### src/rtl/core/ssa_pkg.sv
// Package for the stack sample aggregator: sizes, codes and shared types.
// Depends on nothing; the top level and ssa_ctrl import it, ssa_ram does not.
`default_nettype none
package ssa_pkg;

    localparam int FRAME_SLOTS   = 32;
    localparam int TABLE_ENTRIES = 256;
    localparam int FRAME_W       = 5;
    localparam int ENTRY_W       = 8;
    localparam int STORE_AW      = ENTRY_W + FRAME_W;
    localparam int STORE_DEPTH   = TABLE_ENTRIES * FRAME_SLOTS;
    localparam int SLOT_CNT_W    = 6;
    localparam int USED_W        = 9;
    localparam int IN_DATA_W     = 144;
    localparam int OUT_DATA_W    = 152;

    typedef enum logic [1:0] {
        KIND_FRAME = 2'd0,
        KIND_READ  = 2'd1,
        KIND_CLEAR = 2'd2,
        KIND_NONE  = 2'd3
    } kind_t;

    typedef enum logic [2:0] {
        ST_MERGED  = 3'd0,
        ST_ADDED   = 3'd1,
        ST_SKIPPED = 3'd2,
        ST_DROPPED = 3'd3,
        ST_READ    = 3'd4,
        ST_BADIDX  = 3'd5
    } status_t;

    typedef enum logic [3:0] {
        S_IDLE,
        S_FIN,
        S_SCAN_RD,
        S_SCAN_CMP,
        S_CNT_RD,
        S_CNT_UPD,
        S_COPY,
        S_RD_ADDR,
        S_RD_WAIT,
        S_EMIT
    } state_t;

    typedef struct packed {
        logic                wr_en;
        logic [STORE_AW-1:0] wr_addr;
        logic [63:0]         wr_data;
        logic                rd_en;
        logic [STORE_AW-1:0] rd_addr;
    } store_req_t;

    typedef struct packed {
        logic               wr_en;
        logic [ENTRY_W-1:0] addr;
        logic [63:0]        wr_data;
        logic               rd_en;
    } count_req_t;

endpackage
`default_nettype wire

### src/rtl/core/ssa_ctrl.sv
// Sequencer of the aggregator: staging stack, table scan with one shared
// comparator, saturating count update, append copy and result register.
// Depends on ssa_pkg; drives the two RAMs instantiated in the top level.
`default_nettype none
module ssa_ctrl (
    input  wire logic                           clk,
    input  wire logic                           rst_n,
    input  wire logic                           wait_mode,
    input  wire logic                           in_valid,
    output logic                                in_ready,
    input  wire logic [1:0]                     in_kind,
    input  wire logic [63:0]                    in_frame,
    input  wire logic                           in_last,
    input  wire logic [63:0]                    in_weight,
    input  wire logic [ssa_pkg::ENTRY_W-1:0]    in_entry,
    input  wire logic [ssa_pkg::FRAME_W-1:0]    in_fidx,
    output logic                                out_valid,
    input  wire logic                           out_ready,
    output logic [2:0]                          out_status,
    output logic [ssa_pkg::ENTRY_W-1:0]         out_slot,
    output logic [63:0]                         out_frame,
    output logic [63:0]                         out_count,
    output logic [ssa_pkg::USED_W-1:0]          out_used,
    output ssa_pkg::store_req_t                 store_req,
    input  wire logic [63:0]                    store_q,
    output ssa_pkg::count_req_t                 count_req,
    input  wire logic [63:0]                    count_q
);
    import ssa_pkg::*;

    state_t                state_reg, state_next;
    logic [SLOT_CNT_W-1:0] slot_cnt_reg, slot_cnt_next;
    logic [63:0]           staging_reg [FRAME_SLOTS];
    logic [USED_W-1:0]     used_reg, used_next;
    logic [ENTRY_W-1:0]    ent_reg, ent_next;
    logic [FRAME_W-1:0]    frm_reg, frm_next;
    logic [63:0]           add_reg, add_next;
    status_t               res_status_reg, res_status_next;
    logic [ENTRY_W-1:0]    res_slot_reg, res_slot_next;
    logic [63:0]           res_frame_reg, res_frame_next;
    logic [63:0]           res_count_reg, res_count_next;
    logic                  out_valid_reg, out_valid_next;
    logic [2:0]            out_status_reg, out_status_next;
    logic [ENTRY_W-1:0]    out_slot_reg, out_slot_next;
    logic [63:0]           out_frame_reg, out_frame_next;
    logic [63:0]           out_count_reg, out_count_next;
    logic [USED_W-1:0]     out_used_reg, out_used_next;

    logic                  stage_we;
    logic [63:0]           staged;
    logic [FRAME_W-1:0]    last_cmp;
    logic [64:0]           sum;
    logic [ENTRY_W:0]      ent_inc;
    logic                  accept;

    // Slots at or above the fill count read as zero, so the staging stack
    // needs no clearing pass between samples.
    assign staged   = ({1'b0, frm_reg} < slot_cnt_reg) ? staging_reg[frm_reg] : 64'd0;
    assign last_cmp = wait_mode ? FRAME_W'(FRAME_SLOTS - 2) : FRAME_W'(FRAME_SLOTS - 1);
    assign sum      = {1'b0, count_q} + {1'b0, add_reg};
    assign ent_inc  = {1'b0, ent_reg} + 1'b1;
    assign accept   = in_valid && in_ready;

    always_ff @(posedge clk)
    begin
        if (stage_we)
        begin
            staging_reg[slot_cnt_reg[FRAME_W-1:0]] <= in_frame;
        end
    end

    always_ff @(posedge clk)
    begin
        ent_reg         <= ent_next;
        frm_reg         <= frm_next;
        add_reg         <= add_next;
        res_status_reg  <= res_status_next;
        res_slot_reg    <= res_slot_next;
        res_frame_reg   <= res_frame_next;
        res_count_reg   <= res_count_next;
        out_status_reg  <= out_status_next;
        out_slot_reg    <= out_slot_next;
        out_frame_reg   <= out_frame_next;
        out_count_reg   <= out_count_next;
        out_used_reg    <= out_used_next;
    end

    always_ff @(posedge clk or negedge rst_n)
    begin
        if (!rst_n)
        begin
            state_reg     <= S_IDLE;
            slot_cnt_reg  <= '0;
            used_reg      <= '0;
            out_valid_reg <= 1'b0;
        end
        else
        begin
            state_reg     <= state_next;
            slot_cnt_reg  <= slot_cnt_next;
            used_reg      <= used_next;
            out_valid_reg <= out_valid_next;
        end
    end

    always_comb
    begin
        state_next      = state_reg;
        slot_cnt_next   = slot_cnt_reg;
        used_next       = used_reg;
        ent_next        = ent_reg;
        frm_next        = frm_reg;
        add_next        = add_reg;
        res_status_next = res_status_reg;
        res_slot_next   = res_slot_reg;
        res_frame_next  = res_frame_reg;
        res_count_next  = res_count_reg;
        out_valid_next  = out_valid_reg && !out_ready;
        out_status_next = out_status_reg;
        out_slot_next   = out_slot_reg;
        out_frame_next  = out_frame_reg;
        out_count_next  = out_count_reg;
        out_used_next   = out_used_reg;
        stage_we        = 1'b0;
        in_ready        = (state_reg == S_IDLE);
        store_req.wr_en   = 1'b0;
        store_req.wr_addr = {used_reg[ENTRY_W-1:0], frm_reg};
        store_req.wr_data = staged;
        store_req.rd_en   = 1'b0;
        store_req.rd_addr = {ent_reg, frm_reg};
        count_req.wr_en   = 1'b0;
        count_req.addr    = ent_reg;
        count_req.wr_data = add_reg;
        count_req.rd_en   = 1'b0;

        unique case (state_reg)
            S_IDLE:
            begin
                if (accept)
                begin
                    case (in_kind)
                        KIND_FRAME:
                        begin
                            if (slot_cnt_reg < SLOT_CNT_W'(FRAME_SLOTS))
                            begin
                                stage_we      = 1'b1;
                                slot_cnt_next = slot_cnt_reg + 1'b1;
                            end
                            if (in_last)
                            begin
                                add_next   = wait_mode ? in_weight : 64'd1;
                                state_next = S_FIN;
                            end
                        end
                        KIND_READ:
                        begin
                            ent_next = in_entry;
                            frm_next = in_fidx;
                            if ({1'b0, in_entry} >= used_reg)
                            begin
                                res_status_next = ST_BADIDX;
                                res_slot_next   = '0;
                                res_frame_next  = '0;
                                res_count_next  = '0;
                                state_next      = S_EMIT;
                            end
                            else
                            begin
                                state_next = S_RD_ADDR;
                            end
                        end
                        KIND_CLEAR:
                        begin
                            used_next     = '0;
                            slot_cnt_next = '0;
                        end
                        default:
                        begin
                        end
                    endcase
                end
            end
            S_FIN:
            begin
                frm_next       = '0;
                ent_next       = '0;
                res_slot_next  = '0;
                res_frame_next = '0;
                res_count_next = '0;
                if (slot_cnt_reg == '0 || staging_reg[0] == 64'd0)
                begin
                    res_status_next = ST_SKIPPED;
                    slot_cnt_next   = '0;
                    state_next      = S_EMIT;
                end
                else if (used_reg == '0)
                begin
                    state_next = S_COPY;
                end
                else
                begin
                    state_next = S_SCAN_RD;
                end
            end
            S_SCAN_RD:
            begin
                store_req.rd_en = 1'b1;
                state_next      = S_SCAN_CMP;
            end
            S_SCAN_CMP:
            begin
                if (store_q != staged)
                begin
                    frm_next = '0;
                    if ({1'b0, ent_inc} >= {1'b0, used_reg})
                    begin
                        if (used_reg >= USED_W'(TABLE_ENTRIES))
                        begin
                            res_status_next = ST_DROPPED;
                            slot_cnt_next   = '0;
                            state_next      = S_EMIT;
                        end
                        else
                        begin
                            state_next = S_COPY;
                        end
                    end
                    else
                    begin
                        ent_next   = ent_inc[ENTRY_W-1:0];
                        state_next = S_SCAN_RD;
                    end
                end
                else if (store_q == 64'd0 || frm_reg == last_cmp)
                begin
                    state_next = S_CNT_RD;
                end
                else
                begin
                    frm_next   = frm_reg + 1'b1;
                    state_next = S_SCAN_RD;
                end
            end
            S_CNT_RD:
            begin
                count_req.rd_en = 1'b1;
                state_next      = S_CNT_UPD;
            end
            S_CNT_UPD:
            begin
                count_req.wr_en   = 1'b1;
                count_req.wr_data = sum[64] ? {64{1'b1}} : sum[63:0];
                res_status_next   = ST_MERGED;
                res_slot_next     = ent_reg;
                res_count_next    = count_req.wr_data;
                slot_cnt_next     = '0;
                state_next        = S_EMIT;
            end
            S_COPY:
            begin
                store_req.wr_en = 1'b1;
                frm_next        = frm_reg + 1'b1;
                if (frm_reg == FRAME_W'(FRAME_SLOTS - 1))
                begin
                    count_req.wr_en = 1'b1;
                    count_req.addr  = used_reg[ENTRY_W-1:0];
                    res_status_next = ST_ADDED;
                    res_slot_next   = used_reg[ENTRY_W-1:0];
                    res_count_next  = add_reg;
                    used_next       = used_reg + 1'b1;
                    slot_cnt_next   = '0;
                    state_next      = S_EMIT;
                end
            end
            S_RD_ADDR:
            begin
                store_req.rd_en = 1'b1;
                count_req.rd_en = 1'b1;
                state_next      = S_RD_WAIT;
            end
            S_RD_WAIT:
            begin
                res_status_next = ST_READ;
                res_slot_next   = ent_reg;
                res_frame_next  = store_q;
                res_count_next  = count_q;
                state_next      = S_EMIT;
            end
            S_EMIT:
            begin
                if (!out_valid_reg || out_ready)
                begin
                    out_valid_next  = 1'b1;
                    out_status_next = res_status_reg;
                    out_slot_next   = res_slot_reg;
                    out_frame_next  = res_frame_reg;
                    out_count_next  = res_count_reg;
                    out_used_next   = used_reg;
                    state_next      = S_IDLE;
                end
            end
            default:
            begin
                state_next = S_IDLE;
            end
        endcase
    end

    assign out_valid  = out_valid_reg;
    assign out_status = out_status_reg;
    assign out_slot   = out_slot_reg;
    assign out_frame  = out_frame_reg;
    assign out_count  = out_count_reg;
    assign out_used   = out_used_reg;

    a_used_bound: assert property (@(posedge clk) disable iff (!rst_n)
        used_reg <= USED_W'(TABLE_ENTRIES))
        else $error("entry count beyond table size");

    a_copy_room: assert property (@(posedge clk) disable iff (!rst_n)
        state_reg == S_COPY |-> used_reg < USED_W'(TABLE_ENTRIES))
        else $error("append started on a full table");

    a_slot_bound: assert property (@(posedge clk) disable iff (!rst_n)
        slot_cnt_reg <= SLOT_CNT_W'(FRAME_SLOTS))
        else $error("staging fill count overran");

    a_clear: assert property (@(posedge clk) disable iff (!rst_n)
        accept && in_kind == KIND_CLEAR |=> used_reg == '0 && slot_cnt_reg == '0)
        else $error("clear did not empty the table");

endmodule
`default_nettype wire
### config.mk
export PLATFORM = sky130hd
export DESIGN_NAME = ssa_ctrl
export DESIGN_NICKNAME = d
export VERILOG_FILES = /design/src/rtl/core/ssa_pkg.sv /design/src/rtl/core/ssa_ctrl.sv
export SDC_FILE = /design/constraint.sdc
export NUM_CORES = 2
export LEC_CHECK = 0
export ABC_CLOCK_PERIOD_IN_PS = 8200
export BUFFER_PORTS_ARGS = -buffer_cell sky130_fd_sc_hd__buf_2
export CAP_MARGIN = 5
export CORE_AREA = 5 5 503 356
export CTS_BUF_LIST = sky130_fd_sc_hd__clkbuf_4
export DETAILED_ROUTE_END_ITERATION = 8
export DIE_AREA = 0 0 508 361
export GPL_TIMING_DRIVEN = 1
export PLACE_DENSITY = 0.83
export SETUP_SLACK_MARGIN = 0.4
export SKIP_CTS_REPAIR_TIMING = 1
export SYNTH_ARGS = -nofsm -noshare
export SYNTH_HDL_FRONTEND = slang
export SYNTH_SLANG_ARGS = --single-unit
### constraint.sdc
create_clock -name clk -period 8.2 [get_ports clk]
set_input_delay 1.23 -clock clk [delete_from_list [all_inputs] [get_ports clk]]
set_output_delay 1.23 -clock clk [all_outputs]
set_load 0.02 [all_outputs]
# --- Word-level counts from Yosys, hierarchy flattened ---
# Memory sizes are Yosys's and may differ from the RTL's. A register that Yosys moved wholly into a read port is not among the register bits.
# Cells that the tools add are included.
word_totals:
  mem_bits_rw: 2048
  in_bits: 277
  mem_count: 1
  elab_cells: 167
  out_inout_bits: 316
  ff_bits: 384
memory_table:
  columns: ["memory", "depth", "word_bits", "read_ports", "rd_clocked_by_memory_dff", "write_ports", "line_no", "text"]
  rows:
  - ["staging_reg", 32, 64, 2, 1, 1, "ssa_ctrl.sv:33", "logic [63:0] staging_reg [FRAME_SLOTS];"]
op_classes:
  n_mux: 75
  n_eq_ne: 30
  n_reduce_logical: 35
  n_addsub: 5
  magnitude_cmp: 5
op_table:
  columns: ["operator", "n"]
  rows:
  - ["64-bit 2-to-1 mux", 7]
  - ["64-bit one-hot mux with 5 select lines", 1]
  - ["64-bit one-hot mux with 3 select lines", 1]
  - ["64-bit zero test", 2]
  - ["8-bit 2-to-1 mux", 9]
  - ["64-bit by 64-bit adder with 65-bit output", 1]
  - ["64-bit != test", 1]
  - ["6-bit 2-to-1 mux", 7]
  - ["4-bit 2-to-1 mux", 9]
  - ["9-bit 2-to-1 mux", 4]
  - ["4-bit one-hot mux with 9 select lines", 1]
  - ["8-bit one-hot mux with 4 select lines", 1]
  - ["3-bit 2-to-1 mux", 10]
  - ["6-bit one-hot mux with 5 select lines", 1]
  - ["5-bit 2-to-1 mux", 5]
  - ["8-bit one-hot mux with 3 select lines", 1]
  - ["5-bit one-hot mux with 4 select lines", 1]
  - ["5-bit AND reduction", 4]
  - ["3-bit one-hot mux with 6 select lines", 1]
  - ["9-bit one-hot mux with 2 select lines", 1]
  - ["9-bit AND reduction", 2]
  - ["4-bit by 3-bit == test with 1-bit output, second input constant", 4]
  - ["4-bit AND reduction", 4]
  - ["2-bit != test, second input constant", 7]
  - ["other kinds (37)", 65]

# --- Longest topological paths before layout ---
depth:
  ltp_word: 7
  ltp_mapped: 17
  ltp_nobuf: 15

# --- Worst setup path after synthesis ---
# No wires, ideal clock.
synth_path:
  path_kind: "input -> register"
  startpoint: "in out_ready"
  endpoint: "reg out_count_reg[0], in the netlist out_count[0] (enable)"
  t_required_ns: 7.526
  n_path_buf: 0
  slack_ns: -0.354
  setup_time_ns: 0.674
  path_stages: 2
  arrival_time_ns: 7.880
  cell_sequence: "nand2b_1 nor2b_1"
synth_between:
  elab_chain_cells: 2
synth_rtl:
  columns: ["item", "line_no", "text"]
  rows:
  - ["from (decl)", "ssa_ctrl.sv:18", "input wire logic out_ready,"]
  - ["1-bit logical OR", "ssa_ctrl.sv:291", "if (!out_valid_reg || out_ready)"]
  - ["2-bit AND reduction (no source line)", null, null]
  - ["to (signal assigned)", "ssa_ctrl.sv:84", "out_count_reg <= out_count_next;"]
  - ["to (decl)", "ssa_ctrl.sv:46", "logic [63:0] out_count_reg, out_count_next;"]
# No other way between the ends.
# A chain may end at the register's enable or synchronous reset.

==> impl_metrics.json <==
{
  "rsz0062_at_grt": "no",
  "num_rows": 128,
  "synth-edff-count": 2412,
  "gpl.final_weighted_congestion": 0.9656,
  "yosysWarnings": 0,
  "chipHeight_um": 361,
  "finalCoreUtilization_pct": 64.61,
  "top_level_ports": 593,
  "synth-seq-cells": 2437,
  "run_status": "finished with violations",
  "clkLatencyLatePin_ns": 1.36,
  "global_route.overflow_total": 0,
  "initial_core_util_pct": 56.84,
  "timing_hold_violations_final": 0,
  "area_growth_pct": 13.67,
  "detailedRoute.firstIterationViolations": 10280,
  "mostFrequentLayoutCells": "sky130_fd_sc_hd__edfxtp_1 (2,412), sky130_fd_sc_hd__clkbuf_4 (854), sky130_fd_sc_hd__buf_2 (592)",
  "most_frequent_standard_cell_in_the_layout_excluding_fill_and_tap_cells": "sky130_fd_sc_hd__edfxtp_1",
  "ant_nets": 0,
  "endpoint_kind": "output pin",
  "die-width_um": 508,
  "postRouteWirelength_mm": 301.5,
  "async_reset_ff_share_pct": 0.8207,
  "port-buffer-count": 592,
  "final_nets": 6454,
  "design.die.area_mm2": 0.1834,
  "wl_per_cell_um": 34.02,
  "routed_via_count_divided_by_cell_count": 6.740,
  "cts.path.max_buffers": 4,
  "cts-root-buf": "sky130_fd_sc_hd__clkbuf_4",
  "report.final.slew_viol_count": 2,
  "setup.reg_to_reg.worst_slack_ns": 1.68,
  "peakVddDrop_uv": 276.9,
  "synth_seq_area_share_pct": 74.14,
  "worst-slew-pin-transition_ns": 1.517,
  "critical_path_required_ns": 6.97,
  "largest_register_ffs": 2048,
  "first_pass_detailed_route_iteration_total": 7,
  "start_kind": "register",
  "fin_worst_skew_ns": 0.1263,
  "grt_pass1_wl_mm": 421.2,
  "placeableCoreArea_mm2": 0.1733,
  "netlist-cell-type-count": 83,
  "failed_checks": "max-capacitance violations, max-slew violations",
  "clock_tree_from_tritoncts": "done",
  "mappedNetlistArea_mm2": 0.09850,
  "tritoncts_num_sinks": 2437,
  "dpl.hpwl_mm": 185.7,
  "max_cap_viol_count": 1,
  "post_synth.cell_area_avg_um2": 19.41,
  "timing.slew.headroom_pct": -1.942,
  "postSynthNetCount": 5446,
  "worstPathMaxFanout": 31,
  "finalSetupViolCount": 0,
  "cts_made_buffers": 576,
  "crit_arrival_ns": 6.35,
  "netlist_instances": 5074,
  "number_of_antenna_violations_at_the_first_check_in_global_routing": 63,
  "worst_setup_hold_path_clk_slew_ns": 0.08,
  "power_leakage_nw": 38.72,
  "grt_pass1_vias": 58410,
  "total_routing_usage_reported_by_global_routing_pct": 32.33,
  "period_share_pct": 92.41,
  "vias": 59730,
  "timing_worst_setup_path_type": "reg2out",
  "predominant_post_synthesis_flop_cell": "sky130_fd_sc_hd__edfxtp_1",
  "pin_count_of_the_biggest_net_entering_global_routing": 149,
  "setup_total_negative_slack_ns": 0,
  "ctsHtreeMaxLevel": 6,
  "post_route_drc_violation_count": 0,
  "powerDensity_mw_per_mm2": 317.9,
  "final_layout_size_suffix_gt1_share_pct": 34.36,
  "hp-class": "in2reg",
  "period_minus_slack_ns": 7.577,
  "max_frequency_mhz": 132.0
}
-- cell type report --
class,instances,area [um^2]
diodes,44,110.1
clock buffers,854,6411
clock inverters,120,798.3
fillers,11400,61320
inverters,58,219.0
multi-input cells,2295,24350
flip-flops and latches,2437,73050
well taps,2340,2928
repair buffers,714,4106
-- stage by stage --
stage / hold slack [ns] / area (um^2) / power [mW] / worst slack, ns / std cells
2_1_floorplan: 0.4003 / 98500 / 21.91 / 2.079 / 5074
4_1_cts: -0.2419 / 111800 / 35.52 / 0.6700 / 8817
3_3_place_gp: 0.4003 / 104600 / 25.53 / 1.353 / 7843
5_1_grt: 0.08767 / 111900 / 36.87 / 0.3856 / 8850
6_report: 0.1811 / 112000 / 35.60 / 0.6226 / 8862
3_5_place_dp: 0.4045 / 104600 / 25.76 / 1.196 / 7843
-- cells by family after synthesis --
| kind of cell | share of synthesized area, % |
|---|---|
| flops | 74.14 |
| compound gates | 5.574 |
| simple gates | 3.480 |
| mux | 12.82 |
| buf+inv | 1.540 |
| xor+xnor | 1.227 |
| fa+ha+maj | 1.214 |
-- routing by layer --
metal	track usage (%)	routed length, um
met5	0	81
met4	17.94	17700
met3	11.41	47290
met2	46.69	134900
met1	43.42	101500
-- worst paths after layout --
path,startpoint,to,depth (start not counted)
min in group asynchronous,rst_n,used_reg[0],2
worst max register to register,frm_reg[4],ent_reg[4],12
worst min register to register,res_frame_reg[35],out_frame[35],0
worst min-delay path,in_weight[24],add_reg[24],2
max in group asynchronous,rst_n,slot_cnt_reg[2],2
worst max-delay path,add_reg[0],count_req[37],18
-- cell usage after synthesis (65+ instances only) --
cell,n,area share [%]
sky130_fd_sc_hd__nand2_1,224,0.85
sky130_fd_sc_hd__mux2i_1,65,0.66
sky130_fd_sc_hd__nor2_1,109,0.42
sky130_fd_sc_hd__a21o_1,111,0.85
sky130_fd_sc_hd__o21ai_0,87,0.44
sky130_fd_sc_hd__and3_1,79,0.50
sky130_fd_sc_hd__and2_1,75,0.48
sky130_fd_sc_hd__a22oi_1,159,1.2
sky130_fd_sc_hd__mux4_2,526,12
sky130_fd_sc_hd__a21oi_1,157,0.80
sky130_fd_sc_hd__edfxtp_1,2412,74
sky130_fd_sc_hd__ha_1,94,1.2
sky130_fd_sc_hd__xor2_1,77,0.68
sky130_fd_sc_hd__clkbuf_1,153,0.58
-- critical path: stages, from the launching register on --
cell and delay [ns]:
sky130_fd_sc_hd__edfxtp_1 0.46, sky130_fd_sc_hd__ha_1 0.24, sky130_fd_sc_hd__inv_1 0.07, sky130_fd_sc_hd__fa_1 0.22
sky130_fd_sc_hd__nor2b_1 0.06, sky130_fd_sc_hd__o21ai_0 0.21, sky130_fd_sc_hd__a21boi_0 0.25, sky130_fd_sc_hd__o211ai_1 0.33
sky130_fd_sc_hd__a31oi_1 0.22, sky130_fd_sc_hd__o31ai_1 0.41, sky130_fd_sc_hd__a21oi_1 0.12, sky130_fd_sc_hd__nor2_1 0.24
sky130_fd_sc_hd__o31ai_1 0.14, sky130_fd_sc_hd__buf_4 0.18, sky130_fd_sc_hd__a31oi_4 0.91, sky130_fd_sc_hd__buf_4 0.44
sky130_fd_sc_hd__a21oi_1 0.16, sky130_fd_sc_hd__a21o_1 0.21, sky130_fd_sc_hd__buf_2 0.15
-- where the power goes --
part | switching [mW] | internal (mW) | leakage, nW
sequential | 0.513 | 14.5 | 22.1
clock | 4.75 | 5.13 | 4.35
combinational | 6.65 | 4.02 | 12.2
total | 11.9 | 23.7 | 38.7
Power figures use the tool's default switching activity.
